File: config.mk
export PLATFORM = sky130hd
export DESIGN_NAME = vgm_ctrl
export DESIGN_NICKNAME = d
export VERILOG_FILES = /design/src/rtl/core/assert_macros.svh /design/src/rtl/core/vgm_pkg.sv /design/src/rtl/core/vgm_ctrl.sv
export SDC_FILE = /design/constraint.sdc
export NUM_CORES = 1
export LEC_CHECK = 0
export ABC_AREA = 1
export BUFFER_PORTS_ARGS = -buffer_cell sky130_fd_sc_hd__buf_2
export CORE_MARGIN = 2
export CORE_UTILIZATION = 50
export DETAILED_ROUTE_END_ITERATION = 6
export PLACE_DENSITY = 0.74
export SLEW_MARGIN = 15
export SYNTH_ARGS = -nofsm -noshare
export SYNTH_HDL_FRONTEND = slang
export SYNTH_SLANG_ARGS = --single-unit
File: constraint.sdc
create_clock -name clk -period 2.8 [get_ports clk]
set_input_delay 0.84 -clock clk [delete_from_list [all_inputs] [get_ports clk]]
set_output_delay 0.84 -clock clk [all_outputs]
set_load 0.005 [all_outputs]
File: src/rtl/core/assert_macros.svh
// Assertion macros shared by the RTL files of the gradient magnitude block.
`ifndef ASSERT_MACROS_SVH
`define ASSERT_MACROS_SVH
`ifndef SYNTH
`define VGM_ASSERT(label, clk, rst_n, prop) \
	label: assert property (@(posedge clk) disable iff (!rst_n) prop) else $error("assertion failed");
`define VGM_NEVER(label, clk, rst_n, prop) \
	label: assert property (@(posedge clk) disable iff (!rst_n) !(prop)) else $error("assertion failed");
`else
`define VGM_ASSERT(label, clk, rst_n, prop)
`define VGM_NEVER(label, clk, rst_n, prop)
`endif
`endif

File: src/rtl/core/vgm_pkg.sv
// Shared types and constants of the gradient magnitude block.
`default_nettype none
package vgm_pkg;
	localparam int SAMPLE_W = 17;
	localparam int SIZE_W   = 9;
	localparam int INV_W    = 16;
	localparam int MAG_W    = 33;
	localparam int GRAD_W   = 34;
	localparam int HALF_W   = 17;
	localparam int PROD_W   = 34;
	localparam int ACC_W    = 70;
	localparam int IDX_W    = 3;
	localparam int SQ_STEPS = 33;

	localparam logic [IDX_W-1:0] REG_SIZE_X = 3'd0;
	localparam logic [IDX_W-1:0] REG_SIZE_Y = 3'd1;
	localparam logic [IDX_W-1:0] REG_SIZE_Z = 3'd2;
	localparam logic [IDX_W-1:0] REG_INV_X  = 3'd3;
	localparam logic [IDX_W-1:0] REG_INV_Y  = 3'd4;
	localparam logic [IDX_W-1:0] REG_INV_Z  = 3'd5;

	typedef enum logic [2:0] {MUL_NONE, MUL_DI, MUL_LL, MUL_HL, MUL_HH} mul_op_t;
	typedef enum logic [1:0] {AX_X, AX_Y, AX_Z} axis_t;

	typedef struct packed {
		logic    accept;
		logic    clr;
		logic    rd;
		logic    rd_fwd;
		logic    cap_s1;
		logic    cap_s0;
		logic    diff;
		mul_op_t mop;
		axis_t   axis;
		logic    sq_init;
		logic    sq_step;
		logic    out_load;
	} dp_cmd_t;

	typedef struct packed {
		logic emit;
		logic clr_last;
		logic size_wr;
		logic out_busy;
	} dp_stat_t;
endpackage
`default_nettype wire

File: src/rtl/core/vgm_ctrl.sv
// Controller state machine sequencing reads, multiplies and the square root.
`default_nettype none
module vgm_ctrl (
	input  wire logic             clk,
	input  wire logic             arst_n,
	input  wire logic             in_valid,
	output logic                  in_ready,
	input  wire vgm_pkg::dp_stat_t stat,
	output vgm_pkg::dp_cmd_t      cmd
);
	typedef enum logic [2:0] {ST_CLEAR, ST_SETUP, ST_IDLE, ST_AXIS, ST_SQ_INIT, ST_SQ_RUN,
		ST_OUT} state_t;

	localparam logic [3:0] STEP_RD_F = 4'd0;
	localparam logic [3:0] STEP_RD_B = 4'd1;
	localparam logic [3:0] STEP_CAP  = 4'd2;
	localparam logic [3:0] STEP_DIFF = 4'd3;
	localparam logic [3:0] STEP_DI   = 4'd4;
	localparam logic [3:0] STEP_LL   = 4'd6;
	localparam logic [3:0] STEP_HL   = 4'd7;
	localparam logic [3:0] STEP_HH   = 4'd8;
	localparam logic [3:0] STEP_LAST = 4'd9;
	localparam logic [5:0] SQ_LAST   = 6'(vgm_pkg::SQ_STEPS - 1);

	state_t         state_q;
	logic [3:0]     step_q;
	vgm_pkg::axis_t axis_q;
	logic [5:0]     sq_cnt_q;
	logic           setup_q;

	assign in_ready = (state_q == ST_IDLE);

	always_comb begin
		cmd = '0;
		cmd.mop = vgm_pkg::MUL_NONE;
		cmd.axis = axis_q;
		case (state_q)
			ST_CLEAR: cmd.clr = 1'b1;
			ST_IDLE: cmd.accept = in_valid;
			ST_AXIS: begin
				case (step_q)
					STEP_RD_F: begin
						cmd.rd = 1'b1;
						cmd.rd_fwd = 1'b1;
					end
					STEP_RD_B: begin
						cmd.rd = 1'b1;
						cmd.cap_s1 = 1'b1;
					end
					STEP_CAP: cmd.cap_s0 = 1'b1;
					STEP_DIFF: cmd.diff = 1'b1;
					STEP_DI: cmd.mop = vgm_pkg::MUL_DI;
					STEP_LL: cmd.mop = vgm_pkg::MUL_LL;
					STEP_HL: cmd.mop = vgm_pkg::MUL_HL;
					STEP_HH: cmd.mop = vgm_pkg::MUL_HH;
					default: cmd.mop = vgm_pkg::MUL_NONE;
				endcase
			end
			ST_SQ_INIT: cmd.sq_init = 1'b1;
			ST_SQ_RUN: cmd.sq_step = 1'b1;
			ST_OUT: cmd.out_load = !stat.out_busy;
			default: cmd.clr = 1'b0;
		endcase
	end

	always_ff @(posedge clk or negedge arst_n) begin
		if (!arst_n) begin
			state_q <= ST_CLEAR;
			step_q <= '0;
			axis_q <= vgm_pkg::AX_X;
			sq_cnt_q <= '0;
			setup_q <= 1'b0;
		end else begin
			case (state_q)
				ST_CLEAR: begin
					if (stat.clr_last) begin
						state_q <= ST_SETUP;
						setup_q <= 1'b0;
					end
				end
				ST_SETUP: begin
					// hold until the derived plane and lag registers settle
					if (stat.size_wr) setup_q <= 1'b0;
					else if (setup_q) state_q <= ST_IDLE;
					else setup_q <= 1'b1;
				end
				ST_IDLE: begin
					if (stat.size_wr) begin
						state_q <= ST_SETUP;
						setup_q <= 1'b0;
					end else if (in_valid && stat.emit) begin
						state_q <= ST_AXIS;
						step_q <= STEP_RD_F;
						axis_q <= vgm_pkg::AX_X;
					end
				end
				ST_AXIS: begin
					if (step_q == STEP_LAST) begin
						step_q <= STEP_RD_F;
						case (axis_q)
							vgm_pkg::AX_X: axis_q <= vgm_pkg::AX_Y;
							vgm_pkg::AX_Y: axis_q <= vgm_pkg::AX_Z;
							default: state_q <= ST_SQ_INIT;
						endcase
					end else begin
						step_q <= step_q + 4'd1;
					end
				end
				ST_SQ_INIT: begin
					state_q <= ST_SQ_RUN;
					sq_cnt_q <= '0;
				end
				ST_SQ_RUN: begin
					if (sq_cnt_q == SQ_LAST) state_q <= ST_OUT;
					else sq_cnt_q <= sq_cnt_q + 6'd1;
				end
				ST_OUT: begin
					if (!stat.out_busy) state_q <= ST_IDLE;
				end
				default: state_q <= ST_CLEAR;
			endcase
		end
	end
endmodule
`default_nettype wire

### Yosys cells after proc, flatten, opt, wreduce, memory -nomap -nowiden

Index checks and enable logic that the tools add are counted.

| storage, ports and cells | value |
|---|---|
| memories | 0 |
| output and inout port bits | 16 |
| input port bits | 7 |
| bits in latches | 0 |
| flip-flop bits (word level) | 16 |
| bits in writable memories | 0 |
| memory bits (read-only) | 0 |

| cells by class | value |
|---|---|
| multiply operators | 0 |
| bitwise gates (word level) | 0 |
| $add $sub $neg | 2 |
| reductions and logical operators | 15 |
| divide/modulo/power cells | 0 |
| order comparisons | 0 |
| multiplexer cells | 37 |
| eq/ne operators | 29 |
| shift-type cells | 0 |

Operators by type and width:

| cell | number |
|---|---|
| two-way mux 3 bit | 9 |
| case mux 3 bit (7 select lines) | 1 |
| inequality test 2 bit (second input constant) | 9 |
| two-way mux 1 bit | 13 |
| == test 4 x 3 -> 1 bit (second input constant) | 3 |
| two-way mux 4 bit | 3 |
| case mux 3 bit (4 select lines) | 1 |
| case mux 6 bit (2 select lines) | 1 |
| == test 3 bit (second input constant) | 3 |
| == test 4 x 2 -> 1 bit (second input constant) | 2 |
| == test 4 bit (second input constant) | 2 |
| two-way mux 8 bit | 1 |
| case mux 2 bit (2 select lines) | 2 |
| case mux 4 bit (2 select lines) | 1 |
| AND reduction 8 bit | 1 |
| adder 6 x 1 -> 6 bit (second input constant) | 1 |
| == test 3 x 2 -> 1 bit (second input constant) | 2 |
| == test 6 bit (second input constant) | 1 |
| two-way mux 2 bit | 3 |
| two-way mux 6 bit | 1 |
| inequality test 3 x 1 -> 1 bit (second input constant) | 2 |
| AND reduction 3 bit | 2 |
| AND reduction 5 bit | 1 |
| adder 4 x 1 -> 4 bit (second input constant) | 1 |
| other kinds (14) | 17 |

### Longest topological paths before layout

Gate-level depths: netlist of the first run.

| depth | value |
|---|---|
| word-level depth | 5 |
| gate-level depth with buffers | 11 |
| gate-level depth less buffers | 11 |

### Worst setup path before layout of the first run

Ideal clock, no wire load.

| timing path | value |
|---|---|
| path type | input to output |
| from | input in_valid |
| to | output cmd[14] in the netlist's numbering |
| arrival | 1040 ps |
| stages | 1 |
| path slack | 920 ps |
| path buffers | 0 |
| path through | nor3b_1 |

| on the way | value |
|---|---|
| longest elaborated chain between the ends | 1 |

RTL lines:

| item | line | RTL |
|---|---|---|
| start, declared | vgm_ctrl.sv:6 | `input wire logic in_valid,` |
| two-way mux 1 bit | vgm_ctrl.sv:37 | `case (state_q)` |
| end, declared | vgm_ctrl.sv:9 | `output vgm_pkg::dp_cmd_t cmd` |

No other way between the ends.

==> metrics.md, run 1 <==
| Metric | Value |
|---|---|
| Register area | `about 400 um^2` |
| Fmax | `between 400 and 500 MHz` |
| Area of the multi-input gates | `roughly 600 um^2` |
| Number of antenna violations at the first check in global routing | `0` |
| CTS tree | `built` |
| CTS resizes | `0` |
| Nets | `188` |
| Setup TNS | `0 ns` |
| Distinct cells, synth | `26` |
| Pwr Total | `approximately 1.1 mW` |
| Postcts setup bufs | `0` |
| Die X | `between 50 and 60 um` |
| Post-DP HPWL | `between 1500 and 2000 um` |
| Slowest stage delay, CP | `about 0.55 ns` |
| WL per Instance | `roughly 11 um` |
| Starting DRT DRC Count | `16` |
| Critical path data arrival time | `about 1.5 ns` |
| IO Count | `23` |
| Post-synth top cells | `42 x nand2_1, 19 x inv_1, 16 x dfrtp_1` |
| DR DRC count | `0` |
| Max Fanout on Critical Path | `10` |
| Final Setup Violations | `0` |
| Antenna cells | `0` |
| Count of input and output buffers | `22` |
| Slew Viols, Final | `0` |
| Die Ht | `approximately 51 um` |
| CTS Buffer Depth | `2` |
| First-pass GRT wire length | `~4000 um` |
| Synth Flop Type | `dfrtp_1` |
| Reg2Reg Setup Slack | `approximately 1.3 ns` |
| Kind of end point of the critical path | `output port` |
| Max Cap Viol | `0` |
| Worst Hold Class | `in2async` |
| Count leader, synth | `nand2_1` |
| Crit path time final | `2.364 ns` |
| Synth Net Count | `approximately 160` |
| Slew HR | `0.6993` |
| Post-DRT Antenna Nets | `0` |
| Post-synth EDFFs | `0` |
| CTS H-tree lvls | `1` |
| Endpoints failing hold | `0` |
| Core area | `between 0.002 and 0.0025 mm^2` |
| Vias in the first global route | `between 900 and 1000` |
| Non-Filler Instances | `between 200 and 250` |
| Share of layout cells above drive strength 1 | `0.2528` |
| R2r startpoint | `state_q[2]$_DFFE_PN0P_` |
| Hold_buf cts | `0` |
| Crit-path slowest cell | `dfrtp_1` |
| TritonCTS Sinks | `16` |
| Starting density of the core | `0.5419` |
| Final WL | `roughly 2300 um` |
| Power Density | `876.2 mW/mm^2` |
| CP Class | `reg2out` |
| Rows | `16` |
| Vias per inst | `~5.2` |
| Clk_lat worst skew | `roughly 0.29 ns` |
| Layout Skew | `0.01047 ns` |
| P&R area growth vs syn | `15.57%` |
| Filler cells | `between 150 and 200` |
| Syn Inst Count | `about 150` |
| Clock slew seen by the registers of the worst setup and hold paths | `approximately 0.1 ns` |
| Mean post-synth cell area | `7.090 um^2` |
| TritonCTS Buffers | `3` |
| Top post-synthesis cells by area | `dfrtp_1 37%, nand2_1 15%, inv_1 6.6%` |
| Synth area leader | `dfrtp_1` |
| Yosys top cell area share | `0.3691` |
| LEAKAGE | `between 0.6 and 0.7 nW` |
| Largest net degree at the start of global routing | `17` |
| Period utilization | `0.8444` |
| Run status | `finished, final reports clean` |
| Placed insts | `approximately 200` |
| Peak supply drop | `between 0.4 and 0.5 mV` |
| Routed vias | `~1100` |
| Total track usage | `0.2025` |
| Seq/Total Area, Yosys | `0.3691` |
| Root Buffer | `clkbuf_4` |
| GRT overflow | `0` |
| Seq cells post-synth | `16` |
| RePlAce Congestion | `around 0.83` |
| CP Launch Type | `register` |
| Detailed Routing Iterations Pass 1 | `4` |
| RSZ-0062 raised after global routing | `false` |
| Crit path from | `state_q[2]$_DFFE_PN0P_` |
| Die area | `roughly 0.0026 mm^2` |
| Synthesized area | `0.001085 mm^2` |
| Asr flop ratio synth | `1.000` |
| Cell Chain, Critical Path | `nor2_8 -> nand2_1 -> nor4_1 -> buf_2` |
| Worst-margin pin slew | `about 0.45 ns` |
| Critical Path RT | `between 1.5 and 2 ns` |
| Synthesis Warnings | `0` |
sequential cells by signal (all words and copies together) (netlist names):
register / cells
axis_q: 2
sq_cnt_q: 6
state_q: 3
setup_q: 1
step_q: 4
power by group:
| group | switching (mW) | total [mW] | leakage [nW] | internal [mW] |
|---|---|---|---|---|
| Sequential | 0.0840 | 0.385 | 0.212 | 0.301 |
| Clock | 0.0752 | 0.154 | 0.0210 | 0.0791 |
| Combinational | 0.367 | 0.559 | 0.447 | 0.193 |
logic make-up after synthesis:
family | Yosys count | share of synthesized area
xor gates and xnor gates | 3 | 0.02423
buffers and inverters | 25 | 0.09342
AOI/OAI and AO/OA | 17 | 0.09459
and+or+nand+nor | 90 | 0.3956
adders and majority gates | 2 | 0.02306
DFF | 16 | 0.3691
layer usage:
metal  vias to the layer above  share of wire  track usage
met2                        21           0.50       0.3333
met5                         -              0            0
met4                         0         0.0062      0.08559
met3                         2          0.038      0.03869
li1                        547              -            -
met1                       498           0.45       0.2584
layout by cell type, fill, tap and decap left out, drive strengths merged:
cell type,instances
nand4,6
a31o,1
nor3b,1
o211ai,1
o21ai,8
nor4,1
nor2,19
nand3,12
clkbuf,4
a21oi,4
o2111ai,1
dfrtp,16
inv,23
o22ai,1
clkinv,1
o21a,1
buf,22
nand2,48
ha,2
xor2,3
nor3,3
area by class of cell:
| type | count | area share |
|---|---|---|
| Sequential cell | 16 | 0.3194 |
| Multi-Input combinational cell | 112 | 0.4651 |
| Tap cell | 27 | 0.02695 |
| Clock buffer | 4 | 0.02894 |
| Timing Repair Buffer | 22 | 0.08782 |
| Inverter | 24 | 0.07186 |
worst paths after layout:
path,cells after the start,end
max,4,cmd[9]
min,1,setup_q$_DFFE_PN0P_
max reg2reg,6,sq_cnt_q[5]$_DFFE_PN0P_
min reg2reg,2,setup_q$_DFFE_PN0P_
max in group asynchronous,1,sq_cnt_q[5]$_DFFE_PN0P_
min in group clk,2,setup_q$_DFFE_PN0P_
critical path, delay by kind of cell, from the launching register on:
family	cells	cell delay, ns
buffers and inverters	1	0.16
AND/OR/NAND/NOR	3	0.53
flip-flops	1	0.55
metrics by stage:
stage          utilization  setup slack [ns]  instance area [um^2]  hold WS [ns]
6_report            0.6263            0.4356                  1254        0.4461
5_1_grt             0.6263            0.2909                  1254        0.4612
4_1_cts             0.6263            0.4357                  1254        0.4527
3_5_place_dp        0.6081            0.7015                  1217        0.4632
3_3_place_gp        0.6081            0.7418                  1217        0.4538
2_1_floorplan            -            0.9198                  1085        0.4418
Power figures use the tool's default switching activity.
==> run 2, diff against run 1 <==
--- a/config.mk
+++ b/config.mk
@@ -8,7 +8,7 @@
 export ABC_AREA = 1
 export BUFFER_PORTS_ARGS = -buffer_cell sky130_fd_sc_hd__buf_2
 export CORE_MARGIN = 2
-export CORE_UTILIZATION = 50
+export CORE_UTILIZATION = 48
 export DETAILED_ROUTE_END_ITERATION = 6
 export PLACE_DENSITY = 0.74
 export SLEW_MARGIN = 15
==> constraint.sdc (replaced) <==
create_clock -name clk -period 2 [get_ports clk]
set_input_delay 0.6 -clock clk [delete_from_list [all_inputs] [get_ports clk]]
set_output_delay 0.6 -clock clk [all_outputs]
set_load 0.005 [all_outputs]
==> metrics.md, run 2 (synthesized netlist as in run 1, its figures left out) <==
| Metric | Value |
|---|---|
| Filler cells | `212 (+10%)` |
| Post-DRT Antenna Nets | `0 (unchanged)` |
| Detailed Routing Iterations Pass 1 | `4 (unchanged)` |
| FF-to-FF path depth | `10 (+4)` |
| Commonest non-fill, non-tap cell in the layout | `nand2_1` |
| Hold_buf cts | `0 (unchanged)` |
| Run status | `finished, final reports clean` |
| Placed insts | `203 (+1.0%)` |
| IO Count | `23 (unchanged)` |
| P&R area growth vs syn | `22.95%` |
| Clk_lat worst skew | `0.30 ns (about the same)` |
| Power Density | `1238 mW/mm^2 (+41%)` |
| Kind of end point of the critical path | `output port` |
| Fin Hold WS | `0.1953 ns (-0.2508 ns)` |
| Layout Skew | `0.009301 ns (-0.001173 ns)` |
| Largest registers | `sq_cnt_q: 6 flops, step_q: 4 flops, state_q: 3 flops` |
| Max Cap Viol | `0 (unchanged)` |
| Non-Filler Instances | `214 (+4.4%)` |
| Internal power | `0.8727 mW (+52%)` |
| Setup TNS | `0 ns (unchanged)` |
| Routed vias | `1111 (+4.0%)` |
| Root Buffer | `clkbuf_4` |
| Met1 Wirelength | `1089 um (+6.2%)` |
| RSZ-0062 raised after global routing | `true` |
| Met3 Wirelength | `108 um (+26%)` |
| Most frequent cells in the layout | `42 x nand2_1, 22 x buf_2, 18 x inv_1, 14 x dfrtp_1, 12 x nor2_1` |
| Critical path data arrival time | `1.36 ns (-0.16 ns)` |
| Max Fanout on Critical Path | `4 (-6)` |
| TritonCTS Sinks | `16 (unchanged)` |
| First-pass GRT wire length | `4146 um (+4.9%)` |
| Psw | `0.7788 mW (+48%)` |
| Peak supply drop | `0.7576 mV (+61%)` |
| Die X | `51.54 um (+1.9%)` |
| Max Used Layer | `met4` |
| Register with the most flip-flops | `sq_cnt_q` |
| CP Launch Type | `register` |
| Pwr Total | `1.651 mW (+50%)` |
| Period utilization | `0.9807` |
| Vias per inst | `5.192 (-0.35%)` |
| Number of antenna violations at the first check in global routing | `0 (unchanged)` |
| Largest net degree at the start of global routing | `17 (unchanged)` |
| Clk pwr share | `0.138 (-0.002)` |
| Post-DP HPWL | `1830 um (-1.4%)` |
| Flop pwr share | `0.310 (-0.040)` |
| CTS Buffer Depth | `2 (unchanged)` |
| Nets | `196 (+4.3%)` |
| Met2 wire len | `1225 um (+8.2%)` |
| Slew Viols, Final | `0 (unchanged)` |
| DP Area | `0.001226 mm^2 (+0.72%)` |
| Share of layout cells above drive strength 1 | `0.3172 (+0.06440)` |
| Sw Share | `0.4716 (-0.006990)` |
| Fmax | `509.8 MHz` |
| TritonCTS Buffers | `3 (unchanged)` |
| Rows | `17 (+1)` |
| RePlAce Congestion | `0.9148 (+9.9%)` |
| Core area | `0.002170 mm^2 (+8.4%)` |
| Largest register FFs | `6 (unchanged)` |
| Vias in the first global route | `1019 (+8.6%)` |
| Starting DRT DRC Count | `30 (+14)` |
| Crit path time final | `slightly below 2 ns` |
| Critical Path RT | `1.40 ns (-0.56 ns)` |
| Count of input and output buffers | `22 (unchanged)` |
| CTS H-tree lvls | `1 (unchanged)` |
| Clock slew seen by the registers of the worst setup and hold paths | `0.11 ns (about the same)` |
| Total track usage | `0.2072 (+0.004719)` |
| CTS tree | `built` |
| Die Ht | `51.54 um (+1.9%)` |
| Antenna cells | `0 (unchanged)` |
| Worst-margin pin slew | `0.3715 ns (-0.07964 ns)` |
| WL per Instance | `11.41 um (+3.5%)` |
| Slew HR | `0.7524 (+0.05309)` |
| Endpoints failing hold | `0 (unchanged)` |
| Die area | `0.002656 mm^2 (+3.8%)` |
| Worst Hold Class | `in2async` |
| Combinational share of power | `0.552 (+0.043)` |
| Post-route design area | `0.001334 mm^2 (+6.4%)` |
| CP Class | `reg2out` |
| Final Setup Violations | `0 (unchanged)` |
| GRT overflow | `0 (unchanged)` |
| DR DRC count | `0 (unchanged)` |
| Starting density of the core | `0.5000 (-0.04188)` |
| LEAKAGE | `0.7221 nW (+6.2%)` |
| Final WL | `2441 um (+8.1%)` |
-- run 2: worst paths after layout --
path | slack, ns | end | start
worst max-delay path | 0.04 | cmd[14] | state_q[0]$_DFFE_PN0P_
worst min-delay path | 0.20 | sq_cnt_q[3]$_DFFE_PN0P_ | arst_n
worst max register to register | 0.43 | state_q[2]$_DFFE_PN0P_ | state_q[2]$_DFFE_PN0P_
worst min register to register | 0.48 | setup_q$_DFFE_PN0P_ | setup_q$_DFFE_PN0P_
max in group asynchronous | 1.52 | state_q[0]$_DFFE_PN0P_ | arst_n
min in group clk | 0.48 | setup_q$_DFFE_PN0P_ | setup_q$_DFFE_PN0P_
-- run 2: through the flow --
stage | utilization | setup WS (ns)
6_report | 0.6148 | 0.03859
4_1_cts | 0.6038 | 0.002033
2_1_floorplan | - | 0.4320
3_5_place_dp | 0.5652 | 0.2106
3_3_place_gp | 0.5652 | 0.2521
5_1_grt | 0.6148 | -0.01116
-- run 2: layer usage --
layer | up-vias | global-route usage
li1 | 563 | -
met1 | 521 | 0.2385
met2 | 25 | 0.3697
met3 | 2 | 0.05460
met4 | 0 | 0.07018
met5 | - | 0
-- run 2: cell type report --
class                   instances  area (um^2)  share of cell area
clock buffers                   4        36.28             0.02720
repair buffers                 30        170.2              0.1276
multi-input cells             112        599.3              0.4493
well taps                      28        35.03             0.02627
inverters                      24        90.09             0.06754
flip-flops and latches         16        402.9              0.3021
-- run 2: repair_timing --
| item | 4_1_cts | 5_1_grt |
|---|---|---|
| pin swaps | 1 | 2 |
| gates cloned | 0 | 0 |
| buffers inserted | 6 | 1 |
| endpoints found under the setup margin | 11 | 9 |
| hold endpoints to repair | 0 | 0 |
| gates resized for setup | 2 | 4 |
-- run 2: critical path: stages (launching register included) --
cell	delay [ns]
dfrtp_2	0.44
inv_1	0.10
nand2_1	0.15
nor3b_2	0.22
buf_2	0.15
-- run 2: power by group through the flow --
stage | combinational (mW) | sequential (mW) | clock [mW]
2_1_floorplan | 0.634 | 0.503 | 0
3_3_place_gp | 0.773 | 0.542 | 0
3_5_place_dp | 0.794 | 0.541 | 0
4_1_cts | 0.894 | 0.505 | 0.231
5_1_grt | 1.03 | 0.524 | 0.246
6_report | 0.912 | 0.512 | 0.227
==> run 3, diff against run 2 <==
--- a/config.mk
+++ b/config.mk
@@ -6,12 +6,14 @@
 export NUM_CORES = 1
 export LEC_CHECK = 0
 export ABC_AREA = 1
-export BUFFER_PORTS_ARGS = -buffer_cell sky130_fd_sc_hd__buf_2
+export BUFFER_PORTS_ARGS = -buffer_cell sky130_fd_sc_hd__buf_4
 export CORE_MARGIN = 2
 export CORE_UTILIZATION = 48
 export DETAILED_ROUTE_END_ITERATION = 6
+export GPL_TIMING_DRIVEN = 0
 export PLACE_DENSITY = 0.74
 export SLEW_MARGIN = 15
 export SYNTH_ARGS = -nofsm -noshare
 export SYNTH_HDL_FRONTEND = slang
 export SYNTH_SLANG_ARGS = --single-unit
+export TNS_END_PERCENT = 10
==> metrics.md, run 3 (synthesized netlist as in run 1, its figures left out) <==
| Metric | Value |
|---|---|
| Run status | `finished with violations` |
| Failing checks | `negative setup slack` |
| CP Class | `reg2out` |
| Antenna cells | `0 (unchanged)` |
| Die area | `0.002656 mm^2 (unchanged)` |
| TritonCTS Sinks | `16 (unchanged)` |
| Filler cells | `205 (-3.3%)` |
| Hold_buf cts | `0 (unchanged)` |
| WL per Instance | `12.50 um (+9.6%)` |
| RSZ-0062 raised after global routing | `true` |
| Most frequent cells in the layout | `41 x nand2_1, 27 x buf_4, 19 x inv_1, 15 x dfrtp_1, 12 x nor2_1` |
| Post-DP HPWL | `1849 um (+1.0%)` |
| Layout Skew | `0.01298 ns (+0.003678 ns)` |
| Vias per inst | `5.189 (about the same)` |
| LEAKAGE | `0.7179 nW (-0.58%)` |
| Final WL | `2650 um (+8.6%)` |
| Worst Hold Class | `in2async` |
| Die X | `51.54 um (unchanged)` |
| Fmax | `482.5 MHz (-5.4%)` |
| Post-route design area | `0.001393 mm^2 (+4.4%)` |
| Post-DRT Antenna Nets | `0 (unchanged)` |
| Max Fanout on Critical Path | `7 (+3)` |
| Slew Viols, Final | `0 (unchanged)` |
| CTS H-tree lvls | `1 (unchanged)` |
| Non-Filler Instances | `212 (-0.93%)` |
| Area of the multi-input gates | `615.6 um^2 (+2.7%)` |
| IO Count | `23 (unchanged)` |
| Peak supply drop | `0.7618 mV (+0.55%)` |
| Vias in the first global route | `1028 (+0.88%)` |
| Starting DRT DRC Count | `20 (-33%)` |
| Rows | `17 (unchanged)` |
| Placed insts | `203 (unchanged)` |
| CTS Buffer Depth | `2 (unchanged)` |
| Max Cap Viol | `0 (unchanged)` |
| PnR worst setup slack | `-0.07270 ns (-0.1113 ns)` |
| Largest registers | `sq_cnt_q: 6 flops, step_q: 4 flops, state_q: 3 flops` |
| CTS tree | `built` |
| Nets | `194 (-1.0%)` |
| Slew HR | `0.8245 (+0.07217)` |
| Period utilization | `1.036 (+0.05565)` |
| Die Ht | `51.54 um (unchanged)` |
| P&R area growth vs syn | `28.37%` |
| Reg2Reg Setup Slack | `0.49 ns (+0.06 ns)` |
| DR DRC count | `0 (unchanged)` |
| Root Buffer | `clkbuf_4` |
| Critical Path RT | `1.40 ns (about the same)` |
| Crit path time final | `2.073 ns (+0.1113 ns)` |
| Clock slew seen by the registers of the worst setup and hold paths | `0.11 ns (about the same)` |
| Count of input and output buffers | `22 (unchanged)` |
| Number of antenna violations at the first check in global routing | `0 (unchanged)` |
| Register with the most flip-flops | `sq_cnt_q` |
| CP Launch Type | `register` |
| RePlAce Congestion | `0.8078 (-12%)` |
| GRT overflow | `0 (unchanged)` |
| Endpoints failing hold | `0 (unchanged)` |
| Share of layout cells above drive strength 1 | `0.3152 (-0.001987)` |
| Register area | `401.6 um^2 (-0.31%)` |
| Kind of end point of the critical path | `output port` |
| Routed vias | `1100 (-0.99%)` |
| Commonest non-fill, non-tap cell in the layout | `nand2_1` |
| Worst-margin pin slew | `0.2610 ns (-0.1104 ns)` |
| Total track usage | `0.2240 (+0.01677)` |
| Detailed Routing Iterations Pass 1 | `4 (unchanged)` |
| DP Area | `0.001285 mm^2 (+4.8%)` |
| Final cell utilization of the core | `0.6419 (+0.02711)` |
| Fin Hold WS | `0.1320 ns (-0.06329 ns)` |
| FF-to-FF path depth | `10 (unchanged)` |
| Final Setup Violations | `1 (+1)` |
| First-pass GRT wire length | `4416 um (+6.5%)` |
| Clk_lat worst skew | `0.30 ns (about the same)` |
| Largest net degree at the start of global routing | `17 (unchanged)` |
| Power Density | `1238 mW/mm^2 (about the same)` |
| Largest register FFs | `6 (unchanged)` |
| TritonCTS Buffers | `3 (unchanged)` |
| Starting density of the core | `0.5000 (unchanged)` |
| Core area | `0.002170 mm^2 (unchanged)` |
| Critical path data arrival time | `1.47 ns (+0.11 ns)` |
## run 3: metal layers
| layer | vias to the layer above | global-route usage | part of all wire |
|---|---|---|---|
| li1 | 553 | - | - |
| met1 | 518 | 0.2839 | 0.44 |
| met2 | 23 | 0.3868 | 0.50 |
| met3 | 6 | 0.02586 | 0.035 |
| met4 | 0 | 0.09211 | 0.019 |
| met5 | - | 0 | 0 |
## run 3: worst paths after layout
path                                            to                    from
hold reg to reg                setup_q$_DFFE_PN0P_     setup_q$_DFFE_PN0P_
hold / removal              state_q[2]$_DFFE_PN0P_                  arst_n
max in group asynchronous  sq_cnt_q[2]$_DFFE_PN0P_                  arst_n
min in group clk               setup_q$_DFFE_PN0P_     setup_q$_DFFE_PN0P_
setup / recovery                            cmd[9]  state_q[1]$_DFFE_PN0P_
setup reg to reg            state_q[0]$_DFFE_PN0P_  state_q[0]$_DFFE_PN0P_
## run 3: cell type report
class                           count  share of cell area
Buffer                              1            0.008086
Clock buffer                        4             0.02606
Tap cell                           28             0.02516
Inverter                           24             0.06469
Sequential cell                    16              0.2884
Multi-Input combinational cell    112              0.4420
Timing Repair Buffer               27              0.1456
## run 3: power breakdown
part | total [mW] | internal [mW] | switching [mW]
Clock | 0.225 | 0.111 | 0.114
Sequential | 0.507 | 0.422 | 0.0851
Combinational | 0.993 | 0.381 | 0.613
Total | 1.72 | 0.913 | 0.811
## run 3: worst max-delay path: stages (launching register included)
cell and delay [ns]:
dfrtp_1 0.41, nand2_2 0.12, nor2_8 0.18, nand2_1 0.11
nor4_2 0.20, buf_4 0.16
## run 3: what timing repair did
action	4_1_cts	5_1_grt
buffers inserted	5	0
setup endpoints to repair	8	13
resized for setup	4	4
pin swaps	1	1
## run 3: stage by stage
step / setup TNS (ns) / worst slack (ns) / power, mW
global placement: 0 / 0.2113 / 1.351
CTS: 0 / 0.01176 / 1.697
floorplan: 0 / 0.4320 / 1.138
detailed placement: 0 / 0.1930 / 1.388
global route: -0.5177 / -0.1460 / 1.870
finish: -0.07270 / -0.07270 / 1.725
